===== src/design/uvs_pkg.sv =====
// uvs_pkg: shared types, constants and the Q2.14 sine table for the UV-sphere ring tessellator.
// Used by uvs_mac and uv_sphere_ring_tessellator. No dependencies.
`default_nettype none

package uvs_pkg;

	localparam int L = 16;                       // sphere fineness
	localparam int JW = $clog2(L);               // longitude counter
	localparam int TW = $clog2(5 * L);           // trig angle index, units of pi/(2L)
	localparam int QW = $clog2(L + 1);           // quarter-wave table index
	localparam int TRIG_W = 16;                  // Q2.14
	localparam int TRIG_FRAC = 14;
	localparam int POS_W = 32;
	localparam int RADIUS_W = 31;
	localparam int COLOR_W = 8;
	localparam int IDX_W = 32;
	localparam int RING_W = 5;

	localparam int MA_W = 47;                    // holds radius * sin(theta)
	localparam int MB_W = TRIG_W;
	localparam int PROD_W = MA_W + MB_W;
	localparam int RND_W = 47;

	localparam logic KIND_VERTEX = 1'b0;
	localparam logic KIND_TRI = 1'b1;

	localparam logic [POS_W-1:0] POS_MAX = {1'b0, {(POS_W-1){1'b1}}};
	localparam logic [POS_W-1:0] POS_MIN = {1'b1, {(POS_W-1){1'b0}}};

	// |sin(pi*n/(2L))| for n = 0..L, Q2.14 rounded half up; table is for L = 16
	localparam logic signed [TRIG_W-1:0] QSIN [0:L] = '{
		16'sd0, 16'sd1606, 16'sd3196, 16'sd4756, 16'sd6270, 16'sd7723,
		16'sd9102, 16'sd10394, 16'sd11585, 16'sd12665, 16'sd13623, 16'sd14449,
		16'sd15137, 16'sd15679, 16'sd16069, 16'sd16305, 16'sd16384
	};

	typedef enum logic [3:0] {
		ST_IDLE,
		ST_MUL_ST,
		ST_MUL_CT,
		ST_WAIT_HDR,
		ST_MUL_X,
		ST_MUL_Z,
		ST_WAIT_V,
		ST_EMIT_V,
		ST_TRI
	} seq_state_t;

	typedef enum logic [1:0] {
		TAG_RS,
		TAG_PY,
		TAG_PX,
		TAG_PZ
	} mac_tag_t;

	typedef enum logic [1:0] {
		SH_NONE,
		SH_TRIG,
		SH_TRIG2
	} shift_t;

	typedef struct packed {
		logic                     valid;
		mac_tag_t                 tag;
		shift_t                   sh;
		logic signed [MA_W-1:0]   a;
		logic signed [MB_W-1:0]   b;
		logic signed [POS_W-1:0]  c;
	} mac_op_t;

	typedef struct packed {
		logic                     valid;
		mac_tag_t                 tag;
		logic signed [RND_W-1:0]  value;
	} mac_rnd_t;

	typedef struct packed {
		logic                     valid;
		mac_tag_t                 tag;
		logic signed [POS_W-1:0]  value;
	} mac_sum_t;

	typedef struct packed {
		logic signed [POS_W-1:0]  center_x;
		logic signed [POS_W-1:0]  center_y;
		logic signed [POS_W-1:0]  center_z;
		logic [RADIUS_W-1:0]      sphere_radius;
		logic [COLOR_W-1:0]       color_red;
		logic [COLOR_W-1:0]       color_green;
		logic [COLOR_W-1:0]       color_blue;
		logic [IDX_W-1:0]         base_vertex;
		logic [RING_W-1:0]        ring;
	} sphere_item_t;

	typedef struct packed {
		logic                     item_kind;
		logic signed [POS_W-1:0]  pos_x;
		logic signed [POS_W-1:0]  pos_y;
		logic signed [POS_W-1:0]  pos_z;
		logic [COLOR_W-1:0]       out_red;
		logic [COLOR_W-1:0]       out_green;
		logic [COLOR_W-1:0]       out_blue;
		logic [IDX_W-1:0]         index_a;
		logic [IDX_W-1:0]         index_b;
		logic [IDX_W-1:0]         index_c;
		logic                     last;
	} prim_item_t;

	// sin(pi*n/(2L)) in Q2.14, n below 5L
	function automatic logic signed [TRIG_W-1:0] trig_q14(input logic [TW-1:0] n);
		logic [TW-1:0] m;
		logic neg;
		logic signed [TRIG_W-1:0] v;
		m = n;
		neg = 1'b0;
		if (m >= TW'(4 * L)) m = m - TW'(4 * L);
		if (m >= TW'(2 * L)) begin
			neg = 1'b1;
			m = m - TW'(2 * L);
		end
		if (m > TW'(L)) m = TW'(2 * L) - m;
		v = QSIN[m[QW-1:0]];
		return neg ? -v : v;
	endfunction

endpackage

`default_nettype wire


===== src/design/uvs_mac.sv =====
// uvs_mac: shared multiply, round and saturating-add unit, three register stages.
// Depends on uvs_pkg.
`default_nettype none

module uvs_mac
	import uvs_pkg::*;
(
	input  wire logic     clk,
	input  wire logic     arst_n,
	input  wire mac_op_t  op,
	output mac_rnd_t      rnd,
	output mac_sum_t      sum
);

	logic signed [MA_W-1:0]   mul_a;
	logic signed [MB_W-1:0]   mul_b;
	logic signed [PROD_W-1:0] prod;

	logic                     valid_s1, valid_s2, valid_s3;
	mac_tag_t                 tag_s1, tag_s2, tag_s3;
	shift_t                   sh_s1;
	logic signed [POS_W-1:0]  c_s1, c_s2;
	logic signed [PROD_W-1:0] prod_s1;
	logic signed [RND_W-1:0]  rnd_s2;
	logic signed [POS_W-1:0]  sum_s3;

	logic signed [PROD_W-1:0] bias, biased, shifted;
	logic signed [RND_W-1:0]  rnd_d;
	logic signed [RND_W:0]    wide;
	logic [RND_W-POS_W+1:0]   hi;
	logic signed [POS_W-1:0]  sum_d;

	assign mul_a = op.a;
	assign mul_b = op.b;
	assign prod = mul_a * mul_b;

	// round to nearest, ties away from zero
	always_comb begin
		bias = '0;
		case (sh_s1)
			SH_TRIG: begin
				bias = prod_s1[PROD_W-1] ? (PROD_W'(1) << (TRIG_FRAC - 1)) - PROD_W'(1)
				                         : (PROD_W'(1) << (TRIG_FRAC - 1));
			end
			SH_TRIG2: begin
				bias = prod_s1[PROD_W-1] ? (PROD_W'(1) << (2 * TRIG_FRAC - 1)) - PROD_W'(1)
				                         : (PROD_W'(1) << (2 * TRIG_FRAC - 1));
			end
			default: bias = '0;
		endcase
		biased = prod_s1 + bias;
		case (sh_s1)
			SH_TRIG:  shifted = biased >>> TRIG_FRAC;
			SH_TRIG2: shifted = biased >>> (2 * TRIG_FRAC);
			default:  shifted = biased;
		endcase
		rnd_d = shifted[RND_W-1:0];
	end

	always_comb begin
		wide = {{(RND_W+1-POS_W){c_s2[POS_W-1]}}, c_s2} + {rnd_s2[RND_W-1], rnd_s2};
		hi = wide[RND_W:POS_W-1];
		if (hi == '0 || hi == '1) begin
			sum_d = wide[POS_W-1:0];
		end else begin
			sum_d = wide[RND_W] ? POS_MIN : POS_MAX;
		end
	end

	always_ff @(posedge clk or negedge arst_n) begin
		if (!arst_n) begin
			valid_s1 <= 1'b0;
			valid_s2 <= 1'b0;
			valid_s3 <= 1'b0;
		end else begin
			valid_s1 <= op.valid;
			valid_s2 <= valid_s1;
			valid_s3 <= valid_s2;
		end
	end

	always_ff @(posedge clk) begin
		tag_s1 <= op.tag;
		sh_s1 <= op.sh;
		c_s1 <= op.c;
		prod_s1 <= prod;
		tag_s2 <= tag_s1;
		c_s2 <= c_s1;
		rnd_s2 <= rnd_d;
		tag_s3 <= tag_s2;
		sum_s3 <= sum_d;
	end

	assign rnd.valid = valid_s2;
	assign rnd.tag = tag_s2;
	assign rnd.value = rnd_s2;
	assign sum.valid = valid_s3;
	assign sum.tag = tag_s3;
	assign sum.value = sum_s3;

endmodule

`default_nettype wire


===== src/design/uv_sphere_ring_tessellator.sv =====
// uv_sphere_ring_tessellator: sequencer, trig lookup, index generation and output register.
// Depends on uvs_pkg and uvs_mac.
//
// One request names a sphere and one latitude ring; the block returns that ring's vertices and
// then the triangles joining it to the ring above, the final item flagged by last. Requests are
// taken one at a time: sphere_stall stays high from acceptance until the last result has been
// loaded into the output register, which then waits on prim_stall while the next request is
// taken. All products go through a single multiplier followed by a rounding stage and a
// saturating add stage. A band ring runs: accept, the ring header (r*sin, r*cos), then for
// each vertex two products, the wait through the pipeline and one load, and then its 2L
// triangles; ring 1 has only L cap triangles. A pole ring gives a single vertex, and the
// south pole then its L cap triangles. Rings above L are accepted and give no results.
// While prim_stall holds a result, the next vertex load or triangle waits.
`default_nettype none

module uv_sphere_ring_tessellator
	import uvs_pkg::*;
(
	input  wire logic          clk,
	input  wire logic          arst_n,
	input  wire logic          sphere_valid,
	output logic               sphere_stall,
	input  wire sphere_item_t  sphere,
	output logic               prim_valid,
	input  wire logic          prim_stall,
	output prim_item_t         prim
);

	seq_state_t               state_q, state_d;
	sphere_item_t             in_q;
	logic [JW-1:0]            j_q, jn;
	logic                     half_q;
	logic [IDX_W-1:0]         cur_q, prev_q;
	logic signed [MA_W-1:0]   rs_q;
	logic signed [POS_W-1:0]  px_q, py_q, pz_q;
	logic                     out_valid_q;
	prim_item_t               out_q, out_d;

	mac_op_t                  op;
	mac_rnd_t                 rnd;
	mac_sum_t                 sum;

	logic [TW-1:0]            trig_n;
	logic signed [TRIG_W-1:0] trig_b;
	logic signed [MA_W-1:0]   radius_ext;
	logic                     accept, out_ld, emit_v, emit_t;
	logic                     ring_north, ring_cap1, ring_south, ring_band;
	logic                     last_vtx, last_tri;
	logic [IDX_W-1:0]         cur_j, cur_jn, prev_j, prev_jn;

	uvs_mac u_mac (
		.clk    (clk),
		.arst_n (arst_n),
		.op     (op),
		.rnd    (rnd),
		.sum    (sum)
	);

	assign sphere_stall = (state_q != ST_IDLE);
	assign accept = sphere_valid && !sphere_stall;
	assign out_ld = !out_valid_q || !prim_stall;

	assign ring_north = (in_q.ring == RING_W'(0));
	assign ring_cap1 = (in_q.ring == RING_W'(1));
	assign ring_south = (in_q.ring == RING_W'(L));
	assign ring_band = !ring_north && !ring_cap1 && !ring_south;

	assign last_vtx = ring_north || ring_south || (j_q == JW'(L - 1));
	assign last_tri = (j_q == JW'(L - 1)) && (!ring_band || half_q);

	assign radius_ext = {{(MA_W-RADIUS_W){1'b0}}, in_q.sphere_radius};
	assign jn = (j_q == JW'(L - 1)) ? '0 : j_q + JW'(1);

	always_comb begin
		case (state_q)
			ST_MUL_ST: trig_n = TW'(in_q.ring) << 1;
			ST_MUL_CT: trig_n = (TW'(in_q.ring) << 1) + TW'(L);
			ST_MUL_Z:  trig_n = TW'(j_q) << 2;
			default:   trig_n = (TW'(j_q) << 2) + TW'(L);
		endcase
	end

	assign trig_b = trig_q14(trig_n);

	always_comb begin
		state_d = state_q;
		op = '0;
		emit_v = 1'b0;
		emit_t = 1'b0;
		case (state_q)
			ST_IDLE: begin
				if (sphere_valid && sphere.ring <= RING_W'(L)) state_d = ST_MUL_ST;
			end
			ST_MUL_ST: begin
				op.valid = 1'b1;
				op.tag = TAG_RS;
				op.sh = SH_NONE;
				op.a = radius_ext;
				op.b = trig_b;
				state_d = ST_MUL_CT;
			end
			ST_MUL_CT: begin
				op.valid = 1'b1;
				op.tag = TAG_PY;
				op.sh = SH_TRIG;
				op.a = radius_ext;
				op.b = trig_b;
				op.c = in_q.center_y;
				state_d = ST_WAIT_HDR;
			end
			ST_WAIT_HDR: begin
				if (sum.valid && sum.tag == TAG_PY) state_d = ST_MUL_X;
			end
			ST_MUL_X: begin
				op.valid = 1'b1;
				op.tag = TAG_PX;
				op.sh = SH_TRIG2;
				op.a = rs_q;
				op.b = trig_b;
				op.c = in_q.center_x;
				state_d = ST_MUL_Z;
			end
			ST_MUL_Z: begin
				op.valid = 1'b1;
				op.tag = TAG_PZ;
				op.sh = SH_TRIG2;
				op.a = rs_q;
				op.b = trig_b;
				op.c = in_q.center_z;
				state_d = ST_WAIT_V;
			end
			ST_WAIT_V: begin
				if (sum.valid && sum.tag == TAG_PZ) state_d = ST_EMIT_V;
			end
			ST_EMIT_V: begin
				if (out_ld) begin
					emit_v = 1'b1;
					if (!last_vtx) state_d = ST_MUL_X;
					else if (ring_north) state_d = ST_IDLE;
					else state_d = ST_TRI;
				end
			end
			ST_TRI: begin
				if (out_ld) begin
					emit_t = 1'b1;
					if (last_tri) state_d = ST_IDLE;
				end
			end
			default: state_d = ST_IDLE;
		endcase
	end

	always_ff @(posedge clk or negedge arst_n) begin
		if (!arst_n) begin
			state_q <= ST_IDLE;
			j_q <= '0;
			half_q <= 1'b0;
			out_valid_q <= 1'b0;
		end else begin
			state_q <= state_d;
			if (accept) begin
				j_q <= '0;
				half_q <= 1'b0;
			end else if (emit_v) begin
				j_q <= last_vtx ? '0 : j_q + JW'(1);
			end else if (emit_t) begin
				if (ring_band && !half_q) begin
					half_q <= 1'b1;
				end else begin
					half_q <= 1'b0;
					j_q <= jn;
				end
			end
			if (out_ld) out_valid_q <= emit_v || emit_t;
		end
	end

	always_ff @(posedge clk) begin
		if (accept) in_q <= sphere;
		if (state_q == ST_MUL_ST) begin
			cur_q <= in_q.base_vertex + IDX_W'(1)
			       + (IDX_W'(in_q.ring) - IDX_W'(1)) * IDX_W'(L);
		end
		if (state_q == ST_MUL_CT) prev_q <= cur_q - IDX_W'(L);
		if (rnd.valid && rnd.tag == TAG_RS) rs_q <= rnd.value;
		if (sum.valid) begin
			case (sum.tag)
				TAG_PY:  py_q <= sum.value;
				TAG_PX:  px_q <= sum.value;
				TAG_PZ:  pz_q <= sum.value;
				default: ;
			endcase
		end
		if (out_ld && (emit_v || emit_t)) out_q <= out_d;
	end

	assign cur_j = cur_q + IDX_W'(j_q);
	assign cur_jn = cur_q + IDX_W'(jn);
	assign prev_j = prev_q + IDX_W'(j_q);
	assign prev_jn = prev_q + IDX_W'(jn);

	always_comb begin
		out_d = '0;
		if (emit_v) begin
			out_d.item_kind = KIND_VERTEX;
			out_d.pos_x = px_q;
			out_d.pos_y = py_q;
			out_d.pos_z = pz_q;
			out_d.out_red = in_q.color_red;
			out_d.out_green = in_q.color_green;
			out_d.out_blue = in_q.color_blue;
			out_d.last = ring_north;
		end else begin
			out_d.item_kind = KIND_TRI;
			out_d.last = last_tri;
			if (ring_cap1) begin
				out_d.index_a = in_q.base_vertex;
				out_d.index_b = cur_jn;
				out_d.index_c = cur_j;
			end else if (ring_south) begin
				// cur_q is the south pole here, prev_q the last middle row
				out_d.index_a = cur_q;
				out_d.index_b = prev_j;
				out_d.index_c = prev_jn;
			end else if (!half_q) begin
				out_d.index_a = prev_j;
				out_d.index_b = prev_jn;
				out_d.index_c = cur_j;
			end else begin
				out_d.index_a = prev_jn;
				out_d.index_b = cur_jn;
				out_d.index_c = cur_j;
			end
		end
	end

	assign prim_valid = out_valid_q;
	assign prim = out_q;

	a_start_on_accept: assert property (@(posedge clk) disable iff (!arst_n)
		(accept && sphere.ring <= RING_W'(L)) |=> (state_q == ST_MUL_ST))
		else $error("in-range item accepted but sequencer did not start");

	a_unit_drained: assert property (@(posedge clk) disable iff (!arst_n)
		(state_q == ST_IDLE || state_q == ST_TRI) |-> (!sum.valid && !rnd.valid))
		else $error("shared unit still busy outside vertex work");

	a_busy_from_accept: assert property (@(posedge clk) disable iff (!arst_n)
		$rose(sphere_stall) |-> $past(sphere_valid))
		else $error("block went busy without an accepted item");

	a_vertex_complete: assert property (@(posedge clk) disable iff (!arst_n)
		(state_q == ST_WAIT_V && sum.valid) |-> (sum.tag == TAG_PX || sum.tag == TAG_PZ))
		else $error("unexpected result tag while waiting on vertex products");

endmodule

`default_nettype wire

===== config.mk =====
export PLATFORM = sky130hd
export DESIGN_NAME = uv_sphere_ring_tessellator
export DESIGN_NICKNAME = d
export VERILOG_FILES = /design/src/design/uvs_pkg.sv /design/src/design/uvs_mac.sv /design/src/design/uv_sphere_ring_tessellator.sv
export SDC_FILE = /design/constraint.sdc
export NUM_CORES = 2
export LEC_CHECK = 0
export BUFFER_PORTS_ARGS = -buffer_cell sky130_fd_sc_hd__buf_2
export CAP_MARGIN = 10
export CELL_PAD_IN_SITES_DETAIL_PLACEMENT = 0
export CELL_PAD_IN_SITES_GLOBAL_PLACEMENT = 1
export CORE_ASPECT_RATIO = 0.8
export CORE_MARGIN = 2
export CORE_UTILIZATION = 35
export DETAILED_ROUTE_END_ITERATION = 10
export GPL_TIMING_DRIVEN = 0
export MAX_ROUTING_LAYER = met4
export PLACE_DENSITY = 0.6
export SETUP_SLACK_MARGIN = 0.3
export SYNTH_ARGS = -nofsm -noshare
export SYNTH_HDL_FRONTEND = slang
export SYNTH_SLANG_ARGS = --single-unit

===== constraint.sdc =====
create_clock -name clk -period 17.42 [get_ports clk]
set_input_delay 2.613 -clock clk [delete_from_list [all_inputs] [get_ports clk]]
set_output_delay 2.613 -clock clk [all_outputs]
set_load 0.01 [all_outputs]

[Word level (Yosys, flattened, before mapping)]
Memory sizes are Yosys's and may differ from the RTL's.
Cells that the tools add are included.
W data, S select, Z words.
Word-level totals
  register bits: 840
  ROM bits: 512
  bits of input ports: 192
  memories: 1
Memory list
  (name not given): depth 32, width 16, rd ports 1, clocked after memory_dff 0, write ports 0, RTL line uvs_pkg.sv:122  | v = QSIN[m[QW-1:0]];
Cells by class
  add/subtract/negate cells: 17
  $mul: 1
  order comparisons: 5
  equal/unequal tests: 25
  multiplexer cells: 43
  bitwise gates (word level): 1
  reduce and logical (&&, ||, !) cells: 37
Operator list (count)
  $mux W96: 3
  $pmux W68 S4: 1
  $add A32 B4 Y32: 4
  $pmux W63 S2: 1
  $pmux W32 S3: 1
  $pmux W47 S2: 1
  $mux W32: 2
  $add A63 B63 Y63: 1
  $mul A47 B16 Y63: 1
  $mux W4: 14
  $add A32 B47 Y48: 1
  $mux W16: 3
  $pmux W4 S9: 1
  $add A32 B1 Y32 const B: 1
  $add A32 B32 Y32: 1
  $sub A32 B5 Y32 const B: 1
  $mux W28: 1
  $pmux W7 S3: 1
  $eq A17 B17 Y1 const B: 1
  $logic_not A17 Y1: 1
  $eq A4 B3 Y1 const B: 4
  $neg A16 Y16: 1
  $add A6 B5 Y7 const B: 2
  $mux W14: 1
  other kinds (34): 80

[Depth between registers and ports, before layout]
  word-level depth: 16
  gate-level depth with buffers: 52
  depth with buffers taken out: 46

[Modules after synthesis]
Synthesis repeated with hierarchy kept, for this count alone.
Second synthesis, totals
  cells, all modules: 6323
  area, all modules: 64534.4 um^2
Modules (own cells, without submodules)
  uvs_mac: times used 1, cells each 4120, area an instance 36120.9 um^2, seq. area each 4359.2 um^2
  uv_sphere_ring_tessellator: times used 1, cells each 2203, area an instance 28413.5 um^2, seq. area each 18657.9 um^2

[Least setup slack after synthesis]
Ideal clock, no wire load.
  kind: input-to-reg
  start: in prim_stall
  end: reg out_q, in the netlist prim[0], enable pin
  setup time: 869 ps
  arrival: 12830 ps
  setup slack: 3721 ps
  stages: 1
  path through: a21oi_1
Between the ends
  cells in the longest elaborated chain, start to end: 6
  elaborated cells on any way between the ends: 7
RTL lines
  start, declared: RTL line uv_sphere_ring_tessellator.sv:25  | input wire logic prim_stall,
  $logic_not A1 Y1 *: RTL line uv_sphere_ring_tessellator.sv:61  | assign out_ld = !out_valid_q || !prim_stall;
  $logic_or A1 B1 Y1 *: RTL line uv_sphere_ring_tessellator.sv:61
  $mux W1: RTL line uv_sphere_ring_tessellator.sv:136, uv_sphere_ring_tessellator.sv:144
  $mux W1: RTL line uv_sphere_ring_tessellator.sv:90  | case (state_q)
  $logic_or A1 B1 Y1: RTL line uv_sphere_ring_tessellator.sv:194  | if (out_ld && (emit_v || emit_t)) out_q <= out_d;
  $logic_and A1 B1 Y1 *: RTL line uv_sphere_ring_tessellator.sv:194
  end signal, assigned: RTL line uv_sphere_ring_tessellator.sv:194
  end, declared: RTL line uv_sphere_ring_tessellator.sv:37  | prim_item_t out_q, out_d;
Mark *: on every way between the ends. The rest lies on a longest branch, timed or not.
A chain may end at the register's enable or synchronous reset.

[Final worst setup path]
  start: reg state_q[2]
  end: reg u_mac.prod_s1[62]
Between the ends
  cells in the longest elaborated chain, start to end: 16
  elaborated cells on any way between the ends: 23
RTL lines
  start, declared: RTL line uv_sphere_ring_tessellator.sv:29  | seq_state_t state_q, state_d;
  start signal, assigned: RTL line uv_sphere_ring_tessellator.sv:160  | state_q <= state_d;
  $eq A4 B3 Y1, or another cell as far along: RTL line uv_sphere_ring_tessellator.sv:75, uv_sphere_ring_tessellator.sv:90
  $pmux W7 S3: RTL line uv_sphere_ring_tessellator.sv:75  | case (state_q)
  $sub A7 B7 Y7 / $ge A7 B7 Y1 (equally long branches): RTL line uvs_pkg.sv:116  | if (m >= TW'(4 * L)) m = m - TW'(4 * L);
  $mux W7: RTL line uvs_pkg.sv:116
  $sub A7 B6 Y7 / $ge A7 B6 Y1 (equally long branches): RTL line uvs_pkg.sv:119, uvs_pkg.sv:117
  $mux W7: RTL line uvs_pkg.sv:117  | if (m >= TW'(2 * L)) begin
  $gt A7 B5 Y1 / $sub A1 B5 Y5 (equally long branches): RTL line uvs_pkg.sv:121  | if (m > TW'(L)) m = TW'(2 * L) - m;
  $mux W5: RTL line uvs_pkg.sv:121
  $not A5 Y6 (implied by the code): RTL line uvs_pkg.sv:122
  $mem_v2 Z32 W16
  $mux W16 (implied by the code) (2 in series): RTL line uvs_pkg.sv:122
  $neg A16 Y16: RTL line uvs_pkg.sv:123  | return neg ? -v : v;
  $mux W16: RTL line uvs_pkg.sv:123
  $pmux W68 S4 *: RTL line uv_sphere_ring_tessellator.sv:90
  $mul A47 B16 Y63 *: RTL line uvs_mac.sv:35  | assign prod = mul_a * mul_b;
  net u_mac.prod[62]: RTL line uvs_mac.sv:17  | logic signed [PROD_W-1:0] prod;
  end signal, assigned: RTL line uvs_mac.sv:86  | prod_s1 <= prod;
  end, declared: RTL line uvs_mac.sv:23  | logic signed [PROD_W-1:0] prod_s1;
The timed path passes the listed nets; every way through them passes the cells marked *. The select of a mux whose other input is x is not followed.

==> reports/qor.txt <==
Req. time, crit path -> 17.98 ns
Drt first pass iters -> 8
Worst reg2reg startpoint -> state_q[2]
Worst reg2reg path depth -> 50
Share of synthesized registers carrying an async set or reset -> 0.01549
Post-Synthesis Cells -> 6306
Overflow after GRT -> 0
Final hold vios -> 0
Area fraction of the dominant cell type after synthesis -> 0.2886
Post-synth EDFFs -> 613
Final WS setup -> 1.401 ns
CTS tree -> yes
Rel. slew slack -> 0.07954
Synth Register Bits -> 839
Sequential area share after synthesis -> 0.3606
Slowest-stage cell, CP -> fa_1
Max clock buf depth -> 3
Peak supply drop -> 0.00007878 V
Largest area contributor in the synthesized netlist -> edfxtp_1
DP HPWL -> 197200 µm
HP Start -> u_mac.c_s1[16]
R2R setup slack -> 1.40 ns
Max Fanout on Critical Path -> 34
I/O pins -> 412
Placer Congestion -> 1.020
Antenna violations before repair -> 17
Netlist cell types -> 90
Share of cells above drive strength 1 -> 0.09826
Min-Delay Path Class -> register to register
Fmax -> 0.06242 GHz
Syn nets -> 7479
Die outline width -> 481.3 µm
Fin crit share -> 0.9196
First-pass GRT wire length -> 346100 µm
Sink Count -> 839
DRC viols -> 0
Worst setup SP type -> register
Yosys warning count -> 0
Post-synth top cells -> 918 x inv_1, 702 x fa_1, 672 x nand2_1, 613 x edfxtp_1, 599 x nor2_1
Drt wl/cell -> 25.58 µm
Most common flop cell mapped by yosys -> edfxtp_1
Total GRT Usage -> 0.2650
Root Buffer -> clkbuf_16
Clock latency at the later pin of the worst-skew pair -> 0.74 ns
Num CTS Buffers -> 89
Post-Syn Area -> 63780 µm²
Setup violators final -> 0
CTS clk-pin slew, worst paths -> 0.06 ns
CP Class -> register to register
Syn_area_per_cell -> 10.11 µm²
Pleak -> 31.68 nW
Worst path arrival time -> 16.58 ns
DRT Wirelength -> 238800 µm
Slew Viols, Final -> 0
Total number of vias -> 48710
Overall Power -> 0.004048 W
Count leader, synth -> inv_1
Tightest Pin Transition -> 1.381 ns
Top post-synthesis cells by area -> edfxtp_1 29%, fa_1 22%, dfxtp_1 6.7%, ha_1 5.5%, inv_1 5.4%
Critical R2R Capture -> u_mac.prod_s1[62]
Die area -> 185700 µm²
Max cap viols -> 0
Worst-case clock skew -> 0.04785 ns
Power Dens Cells -> 55.98 nW/µm²
Largest stage delay on the critical path -> 0.79 ns
Hold Path End -> u_mac.c_s2[16]
Area Overhead vs Synth -> 13.38%
CORE AREA -> 181500 µm²
Initial Util -> 0.3514
Worst Hold Slack -> 0.3072 ns
Largest net degree at the start of global routing -> 58
Die H -> 385.8 µm
# rows -> 140
Vias in the first global route -> 48550
CP endpoint kind -> register
H-tree depth reported by CTS -> 3
RSZ-0062 raised after global routing -> no
Vias per std cell -> 5.218
Outcome -> finished clean
Final min period -> 16.02 ns
Hold buffers post-CTS -> 0
Pre-CTS WS -> -0.1139 ns
# port buffers -> 411
Initial drt markers -> 4889
Antenna Nets Post-Route -> 0
# nets final -> 8007
Finished Core Util -> 0.3985
Hold path depth -> 0
worst max-delay path by stage:
stage / start / endpoint
floorplan: prim_stall / prim[0]
global placement: state_q[2] / u_mac.prod_s1[62]
detailed placement: state_q[2] / u_mac.prod_s1[62]
CTS: state_q[2] / u_mac.prod_s1[62]
global route: state_q[2] / u_mac.prod_s1[62]
finish: state_q[2] / u_mac.prod_s1[62]
cells in the final DEF, fill, tap and decap left out, types with 25 or more instances in the layout:
cell / n
fa_1: 702
a21o_1: 116
a221oi_1: 41
clkbuf_16: 91
ha_1: 279
a31oi_1: 25
nand4_1: 66
edfxtp_1: 613
a22o_1: 34
a211oi_1: 56
o21ai_0: 173
buf_1: 56
a21oi_1: 238
nor2b_1: 29
nand3_1: 95
buf_2: 452
and3_1: 162
clkbuf_1: 254
xnor2_1: 221
xor2_1: 137
a222oi_1: 32
a22oi_1: 78
nand2b_1: 44
nand2_1: 672
nor2_1: 597
inv_1: 917
nor3_1: 46
and2_1: 62
dfxtp_1: 213
stage by stage:
stage	instances	TNS (ns)	instance area, µm²
floorplan	6306	0	63780
global placement	9131	-329.09	68860
detailed placement	9154	-0.1139	69340
CTS	9321	0	72260
global route	9332	0	72310
finish	9334	0	72310
kinds of logic after synthesis:
family,after synthesis,synth area share
simple gates,1870,0.1325
buf+inv,1257,0.07557
compound gates,982,0.1042
fa+ha+maj,981,0.2751
flops,839,0.3606
xor+xnor,360,0.04944
mux,16,0.002668
other cells,1,0.00005880
power breakdown:
part / internal [W] / switching [W] / total [W]
registers: 0.00212 / 0.0000000000000000000161 / 0.00212
logic: 0.0000156 / 0.0000119 / 0.0000275
clock network: 0.00105 / 0.000847 / 0.00190
total: 0.00319 / 0.000859 / 0.00405
worst max-delay path: cells and delay by family (launching register included):
family                     cells  cell delay [ns]
adders and majority gates     11             4.80
and+or+nand+nor                8             1.42
xor gates and xnor gates       2             1.19
AOI/OAI and AO/OA             14             3.94
DFF                            1             0.40
buffers and inverters         13             3.21
muxes                          2             0.77
flip-flops by register name, summed over array words and instances, names as in the netlist, 47 cells and up:
name           cells
u_mac.rnd_s2      47
in_q             188
rs_q              47
u_mac.prod_s1     63
prim             218
cell type report:
cell class                 count  area (µm²)
fill                       18080      109200
clock inverter                40       391.6
sequential                   839       23000
timing repair buffer         438        2509
multi-input combinational   4210       36030
clock buffer                 127        2522
buffer                       336        1365
antenna                       10       25.02
inverter                     920        3457
tap                         2414        3020
per-layer routing:
layer | up-vias | global-route usage | wire length [µm]
met5 | - | - | 0
met4 | 0 | 0.06455 | 6158
met3 | 242 | 0.05382 | 18800
met2 | 1894 | 0.3608 | 97410
met1 | 24610 | 0.3977 | 116400
li1 | 21960 | - | -
timing repair:
action | 4_1_cts | 5_1_grt
buffers inserted | 0 | 2
resized for setup | 1 | 1
setup endpoints to repair | 2 | 6
Power figures use the tool's default switching activity.
